==> src/mm4_pkg.sv <==
`timescale 1ns / 1ps
package mm4_pkg;

	localparam int ELEM_W          = 32;
	localparam int ROW_W           = 2;
	localparam int NUM_ELEM_FIELDS = 4;
	localparam int PROD_W          = 2 * ELEM_W;

	localparam int DIM_DEFAULT       = 4;
	localparam int FRAC_BITS_DEFAULT = 16;

	localparam logic KIND_LOAD = 1'b0;
	localparam logic KIND_MULT = 1'b1;

	localparam logic [ELEM_W-1:0] SAT_MAX = 32'h7FFF_FFFF;
	localparam logic [ELEM_W-1:0] SAT_MIN = 32'h8000_0000;

	typedef struct packed {
		logic             kind;
		logic [ROW_W-1:0] row;
	} ctl_t;

endpackage

==> src/mm4_out.sv <==
`timescale 1ns / 1ps
// Rounding, saturation and the result register at the end of the chain.
module mm4_out #(
	parameter int NCOL      = 4,
	parameter int ACC_W     = 66,
	parameter int FRAC_BITS = mm4_pkg::FRAC_BITS_DEFAULT
) (
	input  logic                                                       clk,
	input  logic                                                       arst_n,
	input  logic                                                       up_valid,
	input  mm4_pkg::ctl_t                                              up_ctl,
	input  logic [NCOL-1:0][ACC_W-1:0]                                 up_psum,
	output logic                                                       up_ready,
	output logic                                                       valid,
	output logic [mm4_pkg::ROW_W-1:0]                                  row,
	output logic [mm4_pkg::NUM_ELEM_FIELDS-1:0][mm4_pkg::ELEM_W-1:0]   data,
	output logic                                                       sat,
	input  logic                                                       stall
);

	localparam int UP_W = ACC_W - mm4_pkg::ELEM_W + 1;

	logic [mm4_pkg::NUM_ELEM_FIELDS-1:0][mm4_pkg::ELEM_W-1:0] col_d;
	logic [mm4_pkg::NUM_ELEM_FIELDS-1:0]                      clip_d;

	logic                                                     valid_q;
	logic [mm4_pkg::ROW_W-1:0]                                row_q;
	logic [mm4_pkg::NUM_ELEM_FIELDS-1:0][mm4_pkg::ELEM_W-1:0] data_q;
	logic                                                     sat_q;

	for (genvar c = 0; c < mm4_pkg::NUM_ELEM_FIELDS; c++) begin : g_col
		if (c < NCOL) begin : g_live
			logic signed [ACC_W-1:0] shifted;
			logic [UP_W-1:0]         upper;
			logic                    fits;
			assign shifted = $signed(up_psum[c]) >>> FRAC_BITS;
			assign upper   = shifted[ACC_W-1:mm4_pkg::ELEM_W-1];
			assign fits    = (&upper) || !(|upper);
			assign clip_d[c] = !fits;
			assign col_d[c]  = fits ? shifted[mm4_pkg::ELEM_W-1:0] :
				(shifted[ACC_W-1] ? mm4_pkg::SAT_MIN : mm4_pkg::SAT_MAX);
		end else begin : g_none
			assign clip_d[c] = 1'b0;
			assign col_d[c]  = '0;
		end
	end

	assign up_ready = !valid_q || !stall;

	always_ff @(posedge clk or negedge arst_n) begin
		if (!arst_n) begin
			valid_q <= 1'b0;
		end else if (up_ready) begin
			valid_q <= up_valid && up_ctl.kind == mm4_pkg::KIND_MULT;
		end
	end

	always_ff @(posedge clk) begin
		if (up_ready && up_valid) begin
			row_q  <= up_ctl.row;
			data_q <= col_d;
			sat_q  <= |clip_d;
		end
	end

	assign valid = valid_q;
	assign row   = row_q;
	assign data  = data_q;
	assign sat   = sat_q;

endmodule

==> config.mk <==
export PLATFORM = sky130hd
export DESIGN_NAME = mm4_out
export DESIGN_NICKNAME = d
export VERILOG_FILES = /design/src/mm4_pkg.sv /design/src/mm4_out.sv
export SDC_FILE = /design/constraint.sdc
export NUM_CORES = 1
export LEC_CHECK = 0
export BUFFER_PORTS_ARGS = -buffer_cell sky130_fd_sc_hd__buf_4
export CORE_AREA = 2 2 156 158
export CTS_CLUSTER_SIZE = 25
export DETAILED_ROUTE_END_ITERATION = 6
export DIE_AREA = 0 0 158 160
export GPL_ROUTABILITY_DRIVEN = 0
export SETUP_SLACK_MARGIN = 0.3
export SYNTH_ARGS = -nofsm -noshare
export SYNTH_HDL_FRONTEND = slang
export SYNTH_SLANG_ARGS = --single-unit
==> constraint.sdc <==
create_clock -name clk -period 4.19 [get_ports clk]
set_clock_uncertainty 0.1 [all_clocks]
set_input_delay 0.838 -clock clk [delete_from_list [all_inputs] [get_ports clk]]
set_output_delay 0.838 -clock clk [all_outputs]
set_load 0.03 [all_outputs]
==> reports/qor.yml <==
worst_setup_path:
  cpPeakStageDelay_ns: 0.63
  reg2reg_from: "valid"
  cp.required_ns: 4.20
  reg2reg_depth: 3
  start_kind: "primary input"
  cp_cell_sequence: "buf_4, nor4_1, nand4_1, nor4_2, a31o_2, nand4_1"
  endpoint_kind: "flip-flop"
  reg2reg_slack_ns: 2.30
  criticalPathCategory: "primary input to flip-flop"
  cp.arrival_ns: 2.52
  rr_endpoint: "data[114]"
  crit_top_cell: "nand4_1"
  cp_max_fo: 32
  slowest_stage: "a31o_2"
  crit_buf_inv: 1
  crit_family: "simple AND/OR/NAND/NOR gates"
die:
  start_util_pct: 24.0
  fp.dieW_um: 158
  fp.dieH_um: 160
  fp.dieArea_um2: 25300
  rows: 57
  core_um2: 23800
  io_pins: 404
sta:
  slew_headroom_pct: 52.9
  finalCritPeriodShare_pct: 59.9
  setup_ws_ns: 1.68
  rsz0062_at_grt: "false"
  period_minus_slack_ns: 2.51
  tns_ns: 0
  timing.fmax_ghz: 0.399
  hold_viol: 0
  worst_slew_pin_slew_ns: 0.707
  drv_slew: 0
  setup_viol_count_final: 0
cts:
  path_clk_slew_ns: 0.06
  cts-root-buf: "clkbuf_16"
  clock_sinks: 132
  clk_latency_ns: 0.41
  cts_hold_buf: 0
  cts_resized: 0
  cts_tree: "done"
  cts_made_buffers: 17
  h-tree-depth: 4
  clk_path_buf_depth: 2
  post_cts_buffers: 0
synthesis:
  yosysSeqAreaShare_pct: 69.3
  synth_area_um2: 5710
  yosysTopAreaCell: "edfxtp_1"
  syn_nets: 620
  synth-main-ff-cell: "edfxtp_1"
  ys_seq_elements: 132
  synthArstFlopShare_pct: 0.758
  yosysMostFrequentCell: "edfxtp_1"
  synth_commonest_cells: "131 x edfxtp_1, 85 x a21o_2, 39 x a21o_1"
  syn_inst: 349
  synth.area.top_cells: "edfxtp_1 69%, a21o_2 13%, a21o_1 5.1%, buf_6 3.5%, nand4_1 2.3%"
  synth-edff-count: 131
  yosys_warnings: 0
  synth.distinct_cells: 19
  synth_top_cell_area_share_pct: 68.9
  syn_area_per_cell_um2: 16.4
routing:
  ant_nets: 0
  wl_per_cell_um: 15.5
  drc: 0
  vias_per_cell: 4.31
  drt-pass1-iter-count: 4
  drt_iter0_drc: 211
  wirelength_um: 15900
  via_count: 4407
global_route:
  antenna_found_initial: 0
  grtUsageTotal_pct: 12.3
  grt-ovfl-total: 0
  grt_pass1_vias: 4718
  grt_max_degree: 57
  grt_pass1_wl_um: 23900
pwr:
  cellPowerDensity_nw_per_um2: 387
  leakage_nw: 4.07
  vdd_drop_max_mv: 0.202
job:
  drv_cap: 0
min_path:
  min_path_type: "primary input to asynchronous set/reset pin"
placed_design:
  numPortBuffers: 339
  placedInstanceArea_um2: 8510
  hpwl_um: 11600
  dpl_worst_slack_ns: 1.23
finish:
  syn_to_final_growth_pct: 58.1
  diodes: 0
  post-route-cell-area_um2: 9030
  final_nets: 957
  drive_above_1_share_pct: 67.5
outcome:
  outcome: "finished clean"
report_power, final:
part	switching, mW	internal (mW)	leakage, nW
sequential	0.0217	1.55	1.27
clock	0.549	0.804	0.249
combinational	0.302	0.268	2.55
total	0.873	2.62	4.07
how the worst max path moves through the flow:
stage | from | endpoint | depth (start not counted)
after detailed placement | up_psum[50] | sat | 6
after floorplan | stall | data[0] | 2
final | up_psum[50] | sat | 6
after CTS | up_psum[50] | sat | 6
after global placement | up_psum[65] | sat | 6
after global routing | up_psum[197] | sat | 6
kinds of logic after synthesis:
group / share of synthesized area (%)
buffers and inverters: 4.80
flip-flops: 69.3
AO/OA/AOI/OAI: 19.7
AND/OR/NAND/NOR: 6.20
per-stage QoR:
| step | instances | util (%) | total power [mW] | hold WS, ns |
|---|---|---|---|---|
| 2_1_floorplan | 349 | - | 1.87 | 0.442 |
| 3_3_place_gp | 991 | 35.7 | 2.17 | 0.413 |
| 3_5_place_dp | 991 | 35.7 | 2.18 | 0.410 |
| 4_1_cts | 1022 | 37.9 | 3.56 | 0.0702 |
| 5_1_grt | 1022 | 37.9 | 3.65 | 0.0604 |
| 6_report | 1022 | 37.9 | 3.49 | 0.0901 |
cells in the final DEF (no fill, tap or decap):
cell type,instances
buf_12,1
clkbuf_16,17
and2_4,1
clkinv_1,1
dfrtp_1,1
clkinvlp_4,4
buf_4,345
bufinv_16,1
a21o_1,39
clkinv_2,5
a31o_2,4
nand2_1,3
edfxtp_1,131
clkbuf_1,3
nor4_2,4
nor4_1,16
nand4_1,21
and3_1,4
a21o_2,85
nor2_1,8
a311oi_4,4
layout make-up:
cell class	count	area (um2)
Clock buffer	20	437
Clock inverter	11	88.8
Fill cell	2386	14800
Multi-Input combinational cell	189	1530
Sequential cell	132	3960
Tap cell	324	405
Timing Repair Buffer	346	2610
sequential cells by signal, summed over array words and instances, names as in the netlist:
| signal | count |
|---|---|
| sat | 1 |
| row | 2 |
| valid | 1 |
| data | 128 |
routing by layer:
| layer | part of all wire, % | global-route usage [%] | up-vias |
|---|---|---|---|
| met5 | 0 | 0 | - |
| met2 | 51 | 21.3 | 223 |
| met3 | 10 | 5.32 | 17 |
| met4 | 2.0 | 4.67 | 0 |
| li1 | - | - | 2081 |
| met1 | 37 | 13.3 | 2086 |
Note: power is estimated with default switching activity, not from simulation.
